**src/rtl/core/encoder_position_calibrate_core_macros.svh**
```systemverilog
// Assertion macros shared by the encoder position calibration RTL.
// Depends on nothing; the including module provides clk_i and rst_ni.
`ifndef ENCODER_POSITION_CALIBRATE_CORE_MACROS_SVH
`define ENCODER_POSITION_CALIBRATE_CORE_MACROS_SVH

// Implication checked on every rising clock edge outside reset.
`define EPC_ASSERT(label, prop, msg) \
  label: assert property (@(posedge clk_i) disable iff (!rst_ni) prop) else $error(msg);

// Same check, also evaluated while reset is asserted.
`define EPC_ASSERT_ALWAYS(label, prop, msg) \
  label: assert property (@(posedge clk_i) prop) else $error(msg);

`endif

```
**src/rtl/core/epc_pkg.sv**
```systemverilog
// Package for the encoder position calibration core.
// Holds the register index codes and the fixed constants; depends on nothing.
package epc_pkg;

  localparam int unsigned CmWidth  = 16;
  localparam int unsigned QuoBits  = 16;
  localparam int unsigned GapCount = 1000;

  typedef enum logic [2:0] {
    CFG_MIN_COUNT = 3'd0,
    CFG_MAX_COUNT = 3'd1,
    CFG_MIN_CM    = 3'd2,
    CFG_MAX_CM    = 3'd3,
    CFG_OFFSET_CM = 3'd4
  } epc_cfg_e;

endpackage

```
**src/rtl/core/encoder_position_calibrate_core.sv**
```systemverilog
// Encoder position calibration core: two-point linear calibration of a raw count.
// Depends on epc_pkg and on encoder_position_calibrate_core_macros.svh.
//
// Each raw count request passes through a 20-stage pipeline: two stages for the
// inversion, span and distance clamp, one for the multiply, sixteen restoring
// divide stages giving one quotient bit each, and the output register. One request
// is accepted every cycle while the output is taken. A stall while a result waits
// at the output freezes the whole pipeline. Configuration writes are always ready
// and must only be issued while no request is in flight.
`include "encoder_position_calibrate_core_macros.svh"

module encoder_position_calibrate_core
  import epc_pkg::*;
#(
  parameter int unsigned COUNT_BITS = 30
) (
  input  logic                                          clk_i,
  input  logic                                          rst_ni,
  input  logic                                          cfg_valid_i,
  output logic                                          cfg_ready_o,
  input  logic [2:0]                                    cfg_index_i,
  input  logic [((COUNT_BITS > 16) ? COUNT_BITS : 16)-1:0] cfg_data_i,
  input  logic                                          in_valid_i,
  output logic                                          in_stall_o,
  input  logic [COUNT_BITS-1:0]                         raw_count_i,
  output logic                                          out_valid_o,
  input  logic                                          out_stall_i,
  output logic [CmWidth-1:0]                            position_cm_o
);

  localparam int unsigned C  = COUNT_BITS;
  localparam int unsigned GW = (C > 10) ? C : 10;
  localparam int unsigned PW = C + QuoBits;

  logic [C-1:0]       min_count_q, max_count_q;
  logic [CmWidth-1:0] min_cm_q, max_cm_q, offset_cm_q;

  logic advance;

  assign cfg_ready_o = 1'b1;

  always_ff @(posedge clk_i or negedge rst_ni) begin
    if (!rst_ni) begin
      min_count_q <= '0;
      max_count_q <= '1;
      min_cm_q    <= '0;
      max_cm_q    <= CmWidth'(1000);
      offset_cm_q <= '0;
    end else if (cfg_valid_i) begin
      unique case (cfg_index_i)
        CFG_MIN_COUNT: min_count_q <= cfg_data_i[C-1:0];
        CFG_MAX_COUNT: max_count_q <= cfg_data_i[C-1:0];
        CFG_MIN_CM:    min_cm_q    <= cfg_data_i[CmWidth-1:0];
        CFG_MAX_CM:    max_cm_q    <= cfg_data_i[CmWidth-1:0];
        CFG_OFFSET_CM: offset_cm_q <= cfg_data_i[CmWidth-1:0];
        default: ;
      endcase
    end
  end

  // Stage 1: inversion, span and candidate distances.
  logic [C-1:0]  ri, mn, mx, span_d1, wrap_d1, direct_d1;
  logic [GW-1:0] mn_w, gap;
  logic          below_gap_d1, below_min_d1;

  always_comb begin
    ri   = ~raw_count_i;
    mn   = ~min_count_q;
    mx   = ~max_count_q;
    span_d1 = (mx > mn) ? (mx - mn) : (min_count_q + mx);
    mn_w = GW'(mn);
    gap  = (mn_w > GW'(GapCount)) ? (mn_w - GW'(GapCount)) : '0;
    below_gap_d1 = GW'(ri) < gap;
    below_min_d1 = ri < mn;
    wrap_d1   = min_count_q + ri;
    direct_d1 = ri - mn;
  end

  logic         s1_vld_q;
  logic [C-1:0] s1_span_q, s1_wrap_q, s1_direct_q;
  logic         s1_below_gap_q, s1_below_min_q;

  always_ff @(posedge clk_i or negedge rst_ni) begin
    if (!rst_ni) begin
      s1_vld_q <= 1'b0;
    end else if (advance) begin
      s1_vld_q <= in_valid_i;
    end
  end

  always_ff @(posedge clk_i) begin
    if (advance) begin
      s1_span_q      <= span_d1;
      s1_wrap_q      <= wrap_d1;
      s1_direct_q    <= direct_d1;
      s1_below_gap_q <= below_gap_d1;
      s1_below_min_q <= below_min_d1;
    end
  end

  // Stage 2: distance selection, clamp and slope magnitude.
  logic [C-1:0]       dist_sel, dist_d2;
  logic [CmWidth:0]   dy;
  logic [CmWidth-1:0] mag_d2;

  always_comb begin
    priority if (s1_below_gap_q) begin
      dist_sel = s1_wrap_q;
    end else if (s1_below_min_q) begin
      dist_sel = '0;
    end else begin
      dist_sel = s1_direct_q;
    end
    dist_d2 = (dist_sel > s1_span_q) ? s1_span_q : dist_sel;
    dy      = {1'b0, max_cm_q} - {1'b0, min_cm_q};
    mag_d2  = dy[CmWidth] ? CmWidth'(-dy) : dy[CmWidth-1:0];
  end

  logic               s2_vld_q, s2_neg_q, s2_zero_q;
  logic [C-1:0]       s2_dist_q, s2_span_q;
  logic [CmWidth-1:0] s2_mag_q;

  always_ff @(posedge clk_i or negedge rst_ni) begin
    if (!rst_ni) begin
      s2_vld_q <= 1'b0;
    end else if (advance) begin
      s2_vld_q <= s1_vld_q;
    end
  end

  always_ff @(posedge clk_i) begin
    if (advance) begin
      s2_dist_q <= dist_d2;
      s2_span_q <= s1_span_q;
      s2_zero_q <= (s1_span_q == '0);
      s2_neg_q  <= dy[CmWidth];
      s2_mag_q  <= mag_d2;
    end
  end

  // Stage 3: product, then sixteen restoring divide stages.
  logic [PW-1:0] prod;
  assign prod = PW'(s2_dist_q) * PW'(s2_mag_q);

  logic               div_vld_q  [QuoBits+1];
  logic               div_neg_q  [QuoBits+1];
  logic               div_zero_q [QuoBits+1];
  logic [C-1:0]       div_span_q [QuoBits+1];
  logic [C-1:0]       div_rem_q  [QuoBits+1];
  logic [QuoBits-1:0] div_bits_q [QuoBits+1];

  logic [C-1:0]       div_rem_d  [QuoBits];
  logic [QuoBits-1:0] div_bits_d [QuoBits];

  always_comb begin
    logic [C:0] trial;
    logic       ge;
    for (int s = 0; s < QuoBits; s++) begin
      trial = {div_rem_q[s], div_bits_q[s][QuoBits-1]};
      ge    = trial >= {1'b0, div_span_q[s]};
      div_rem_d[s]  = ge ? C'(trial - {1'b0, div_span_q[s]}) : trial[C-1:0];
      div_bits_d[s] = {div_bits_q[s][QuoBits-2:0], ge};
    end
  end

  always_ff @(posedge clk_i or negedge rst_ni) begin
    if (!rst_ni) begin
      for (int s = 0; s <= QuoBits; s++) begin
        div_vld_q[s] <= 1'b0;
      end
    end else if (advance) begin
      div_vld_q[0] <= s2_vld_q;
      for (int s = 0; s < QuoBits; s++) begin
        div_vld_q[s+1] <= div_vld_q[s];
      end
    end
  end

  always_ff @(posedge clk_i) begin
    if (advance) begin
      div_rem_q[0]  <= prod[PW-1:QuoBits];
      div_bits_q[0] <= prod[QuoBits-1:0];
      div_span_q[0] <= s2_span_q;
      div_zero_q[0] <= s2_zero_q;
      div_neg_q[0]  <= s2_neg_q;
      for (int s = 0; s < QuoBits; s++) begin
        div_rem_q[s+1]  <= div_rem_d[s];
        div_bits_q[s+1] <= div_bits_d[s];
        div_span_q[s+1] <= div_span_q[s];
        div_zero_q[s+1] <= div_zero_q[s];
        div_neg_q[s+1]  <= div_neg_q[s];
      end
    end
  end

  // Output stage: apply sign, add the lower point and the offset.
  logic [CmWidth-1:0] quo, step, pos_d;
  logic               out_vld_q;
  logic [CmWidth-1:0] out_pos_q;

  always_comb begin
    quo   = div_bits_q[QuoBits];
    step  = div_zero_q[QuoBits] ? '0 : (div_neg_q[QuoBits] ? CmWidth'(-quo) : quo);
    pos_d = min_cm_q + step + offset_cm_q;
  end

  always_ff @(posedge clk_i or negedge rst_ni) begin
    if (!rst_ni) begin
      out_vld_q <= 1'b0;
    end else if (advance) begin
      out_vld_q <= div_vld_q[QuoBits];
    end
  end

  always_ff @(posedge clk_i) begin
    if (advance) begin
      out_pos_q <= pos_d;
    end
  end

  assign advance       = !out_vld_q || !out_stall_i;
  assign in_stall_o    = !advance;
  assign out_valid_o   = out_vld_q;
  assign position_cm_o = out_pos_q;

  `EPC_ASSERT(a_stall_only_when_blocked, in_stall_o |-> (out_vld_q && out_stall_i), "stall without blocked output")
  `EPC_ASSERT(a_accept_enters, (in_valid_i && !in_stall_o) |=> s1_vld_q, "accepted request lost at entry")
  `EPC_ASSERT(a_dist_clamped, s2_vld_q |-> (s2_dist_q <= s2_span_q), "distance exceeds span")
  `EPC_ASSERT(a_div_first_rem, (div_vld_q[0] && !div_zero_q[0]) |-> (div_rem_q[0] < div_span_q[0]), "divider input overflows quotient width")
  `EPC_ASSERT(a_div_last_rem, (div_vld_q[QuoBits] && !div_zero_q[QuoBits]) |-> (div_rem_q[QuoBits] < div_span_q[QuoBits]), "divider remainder not below span")

endmodule

```
**config.mk**
```make
export PLATFORM = sky130hd
export DESIGN_NAME = encoder_position_calibrate_core
export DESIGN_NICKNAME = d
export VERILOG_FILES = /design/src/rtl/core/epc_pkg.sv /design/src/rtl/core/encoder_position_calibrate_core.sv
export VERILOG_INCLUDE_DIRS = /design/src /design/src/rtl/core
export SDC_FILE = /design/constraint.sdc
export NUM_CORES = 2
export LEC_CHECK = 0
export BUFFER_PORTS_ARGS = -buffer_cell sky130_fd_sc_hd__buf_2
export CORE_AREA = 2 2 559 339
export DETAILED_ROUTE_END_ITERATION = 7
export DIE_AREA = 0 0 561 341
export PLACE_DENSITY = 0.67
export REMOVE_ABC_BUFFERS = 1
export SYNTH_ARGS = -nofsm -noshare
export SYNTH_HDL_FRONTEND = slang
export SYNTH_SLANG_ARGS = --single-unit
```
**constraint.sdc**
```tcl
create_clock -name clk_i -period 87.9 [get_ports clk_i]
set_input_delay 21.975 -clock clk_i [delete_from_list [all_inputs] [get_ports clk_i]]
set_output_delay 21.975 -clock clk_i [all_outputs]
set_load 0.02 [all_outputs]
```
# After elaboration in Yosys (flattened, before gate mapping)

Memory sizes are Yosys's and may differ from the RTL's.
Index checks and enable logic that the tools add are counted.

Multiply operators: 1
Reductions and logical operators: 11
Bitwise operators: 3
Mux-type cells: 26
Add/sub/neg operators: 26
Equal/unequal tests: 4
Magnitude comparators: 21

Operators by type and width:

| operator                 | count |
|---|---|
| $mux W30                 | 21 |
| $sub A30 B30 Y30         | 18 |
| $ge A31 B30 Y1           | 16 |
| $not A30 Y30             | 3 |
| $add A30 B30 Y30         | 2 |
| $gt A30 B30 Y1           | 2 |
| $lt A30 B30 Y1           | 2 |
| $mux W16                 | 3 |
| $mul A30 B16 Y46         | 1 |
| $add A16 B16 Y16         | 2 |
| $neg A16 Y16             | 2 |
| $gt A30 B10 Y1 const B   | 1 |
| $logic_not A30 Y1        | 1 |
| $sub A30 B10 Y30 const B | 1 |
| $sub A16 B16 Y17         | 1 |
| $reduce_and A2 Y1        | 5 |
| $eq A3 B2 Y1 const B     | 2 |
| $eq A3 B1 Y1 const B     | 1 |
| $eq A3 B3 Y1 const B     | 1 |
| $logic_not A1 Y1         | 3 |
| $logic_not A3 Y1         | 1 |
| $mux W1                  | 2 |
| $logic_or A1 B1 Y1       | 1 |

Memories: 5
Logic and storage cells: 133
Output and inout port bits: 19
Memory bits (writable): 1326
Input port bits: 68
Bits in registers: 314

Memory list:

| name       | depth | bits a word | rd ports | clocked after memory_dff | wr ports | line                                   | RTL |
|---|---|---|---|---|---|---|---|
| div_rem_q  | 17    | 30          | 16       | 0                        | 17       | encoder_position_calibrate_core.sv:149 | `logic [C-1:0] div_rem_q [QuoBits+1];` |
| div_span_q | 17    | 30          | 16       | 0                        | 17       | encoder_position_calibrate_core.sv:148 | `logic [C-1:0] div_span_q [QuoBits+1];` |
| div_bits_q | 17    | 16          | 17       | 0                        | 17       | encoder_position_calibrate_core.sv:150 | `logic [QuoBits-1:0] div_bits_q [QuoBits+1];` |
| div_neg_q  | 17    | 1           | 17       | 0                        | 17       | encoder_position_calibrate_core.sv:146 | `logic div_neg_q [QuoBits+1];` |
| div_zero_q | 17    | 1           | 17       | 0                        | 17       | encoder_position_calibrate_core.sv:147 | `logic div_zero_q [QuoBits+1];` |

# Depth between registers and ports, before layout

An unclocked memory read counts as a cell.

Depth in word-level cells: 6
Depth in mapped cells: 25
Depth with buffers taken out: 24

# Worst setup path before layout

Ideal clock, no wire load.

Kind: input-to-output
Start: in out_stall_i
End: out in_stall_o
Stages on the path: 3
Data required time: 65.925 ns
Buffers on the path: 1
Setup slack: -1.879 ns
Arrival: 67.804 ns
Cell sequence: nand2_1 buf_1 inv_1

Cells in the longest elaborated chain, start to end: 3

RTL lines:

| element            | line                                   | RTL |
|---|---|---|
| from (decl)        | encoder_position_calibrate_core.sv:27  | `input logic out_stall_i,` |
| $logic_not A1 Y1   | encoder_position_calibrate_core.sv:221 | `assign advance = !out_vld_q \|\| !out_stall_i;` |
| $logic_or A1 B1 Y1 | encoder_position_calibrate_core.sv:221 |  |
| $logic_not A1 Y1   | encoder_position_calibrate_core.sv:222 | `assign in_stall_o = !advance;` |
| to (decl)          | encoder_position_calibrate_core.sv:24  | `output logic in_stall_o,` |

Every way passes these cells.

# Worst setup path in the final report

Ends and elaborated chain as after synthesis.

==> summary.txt <==
Status: finished, final reports clean
Routed len/inst: 20.9 um
Layout area overhead: 8.04%
Grt total ovfl: 0
Drc violations: 0
Primary FF master, synth: edfxtp_1
Rows: 123
Synth top area cells: edfxtp_1 43%, ha_1 9.2%, fa_1 8.4%
Critical path data arrival time: 22870 ps
Multi-input logic area: 0.0497 mm^2
Finish-stage setup viols: 0
Reg area: 0.0468 mm^2
Final slew viol count: 0
Largest net degree at the start of global routing: 88
DR iter-0 viols: 6655
Die H: 341 um
CP cell instances: buf_2 > nand2_4 > inv_1 > buf_2
Vias in the first global route: 67347
Crit-path most repeated cell: buf_2
Syn Area/Cell: 11.1 um^2
Synthesized instance count: 9168
Global-route wire length before repair: 388 mm
Die width: 561 um
Kind of critical path: in2out
Placed cell count: 11558
Final period util: 51.0%
Post-CTS Setup Inserts: 0
Max FO, Critical Path: 52
Core Region: 0.186 mm^2
RSZ-0062 raised after global routing: no
Inserted Clock Buffers: 159
Post-synth top area share: 42.8%
I/O Pins: 87
Worst path required time: 65930 ps
Min Clock Period, post-route: 44840 ps
Pre-CTS WS: 43040 ps
Antenna violations before repair: 7
Die ar.: 0.191 mm^2
RD Place Congestion: 0.909
Clk slew on worst S/H paths: 70 ps
Layout cell share with drive strength beyond 1: 8.79%
Hold_buf cts: 0
HPWL after DPL: 187 mm
CP Launch Type: input port
H-tree Lvls: 4
Async S/R FF share, synth: 8.10%
Mapped Area: 0.102 mm^2
Max Clock Freq: 0.0223 GHz
Largest area contributor in the netlist: edfxtp_1
Max-cap violations: 0
Slew margin rel.: 10.9%
Clock latency on the worst-skew pair: 830 ps
Sequential-to-total area share from yosys stat: 46.0%
Top-count cell post-synth: edfxtp_1
Post-synth EDFFs: 1452
Yosys warning count: 0
Worst setup EP type: output port
WL final: 247 mm
Synth Register Bits: 1580
Initial Util: 54.7%
Post-route worst setup slack: 43060 ps
Non-Filler Instances: 11831
Post-route clock skew: 76.8 ps
Max stage delay on crit path: 520 ps
Gr usage total: 25.9%
Slew @ Worst Pin: 1340 ps
DRT antenna net count: 0
Most frequent cells after synthesis: 1452 x edfxtp_1, 1182 x inv_1, 752 x ha_1
Final Hold Fails: 0
Via density: 5.81
Nets: 10465
Clk sink count: 1580
Hold crit path type: reg2reg
Routed via count: 68714
CTS resizes: 0
# fillers: 15221
Clock Tree Root: clkbuf_16
CTS tree: done
Port bufs: 85
Final TNS setup: 0 ps
Clock Path Buffers: 4
Slowest CP cell: nand2_4
Detailed Routing Iterations Pass 1: 6
Number of distinct library cells after synthesis: 93
stage by stage:
stage / util [%] / instance area (um^2) / hold WS, ps
5_1_grt: 59.1 / 110000 / 340
3_3_place_gp: 56.4 / 105000 / 400
4_1_cts: 59.1 / 110000 / 333
2_1_floorplan: - / 101000 / 400
6_report: 59.1 / 110000 / 348
3_5_place_dp: 56.4 / 105000 / 405
final timing paths:
kind                                              from                     endpoint  slack (ps)  depth (start not counted)
max                                        out_stall_i                   in_stall_o       43060                          4
min                        div_bits_q[0][67]$_DFFE_PN_  div_bits_q[0][84]$_DFFE_PN_         350                          0
max reg2reg                     s2_mag_q[14]$_DFFE_PN_   div_rem_q[0][27]$_DFFE_PN_       80070                         20
min reg2reg                div_bits_q[0][67]$_DFFE_PN_  div_bits_q[0][84]$_DFFE_PN_         350                          0
max in group asynchronous                       rst_ni     min_cm_q[11]$_DFFE_PN0P_       65210                          2
min in group asynchronous                       rst_ni         s1_vld_q$_DFFE_PN0N_       21200                          1
worst max-delay path: cells and delay by family:
kind / cells / cell delay, ps
buffers and inverters: 3 / 360
and+or+nand+nor: 1 / 520
layout make-up:
cell class / instances / share of cell area, %
diodes: 2 / 0.00454
clock buffers: 186 / 3.79
clock inverters: 85 / 0.854
inverters: 1185 / 4.04
multi-input cells: 6147 / 45.1
flip-flops and latches: 1580 / 42.5
well taps: 2500 / 2.84
repair buffers: 146 / 0.804
per-layer routing:
metal	track usage [%]	wire (um)	up-vias	share of wire, %
met5	0	26	-	0.011
met4	6.25	5640	4	2.3
met1	40.1	119000	33590	48
met3	5.75	21000	338	8.5
met2	36.8	101000	2340	41
li1	-	-	32442	-
cell usage in the layout (no fill, tap or decap), drive strengths merged, types with 96 or more instances in the layout:
cell type,netlist,layout
a21o,262,262
a21oi,606,606
and2,232,232
buf,51,146
clkbuf,205,186
edfxtp,1452,1452
fa,426,426
ha,752,752
inv,1184,1189
mux2,345,345
nand2,745,745
nand2b,113,113
nand3,113,113
nand4,118,118
nor2,382,382
nor3,96,96
o21a,96,96
o21ai,435,435
xnor2,342,342
xor2,213,213
state kept, by name, summed over array words and instances, names as in the netlist, 17 cells and up:
name         flops
max_count_q     30
div_bits_q     272
div_vld_q       17
s2_dist_q       30
div_span_q     480
div_neg_q       17
s2_span_q       30
div_zero_q      17
s1_wrap_q       30
s1_direct_q     30
s1_span_q       30
div_rem_q      480
min_count_q     30
logic make-up after synthesis:
kind of cell,Yosys count,share of synthesized area [%]
and+or+nand+nor,2088,9.91
AOI/OAI and AO/OA,1947,12.2
DFF,1580,46.0
buffers and inverters,1441,5.39
adders and majority gates,1178,17.6
xor gates and xnor gates,555,4.77
muxes,378,4.23
other,1,0.00368
Power is not shown: default switching activity piles up to over one toggle a cycle in this logic, so the estimate is an artifact.
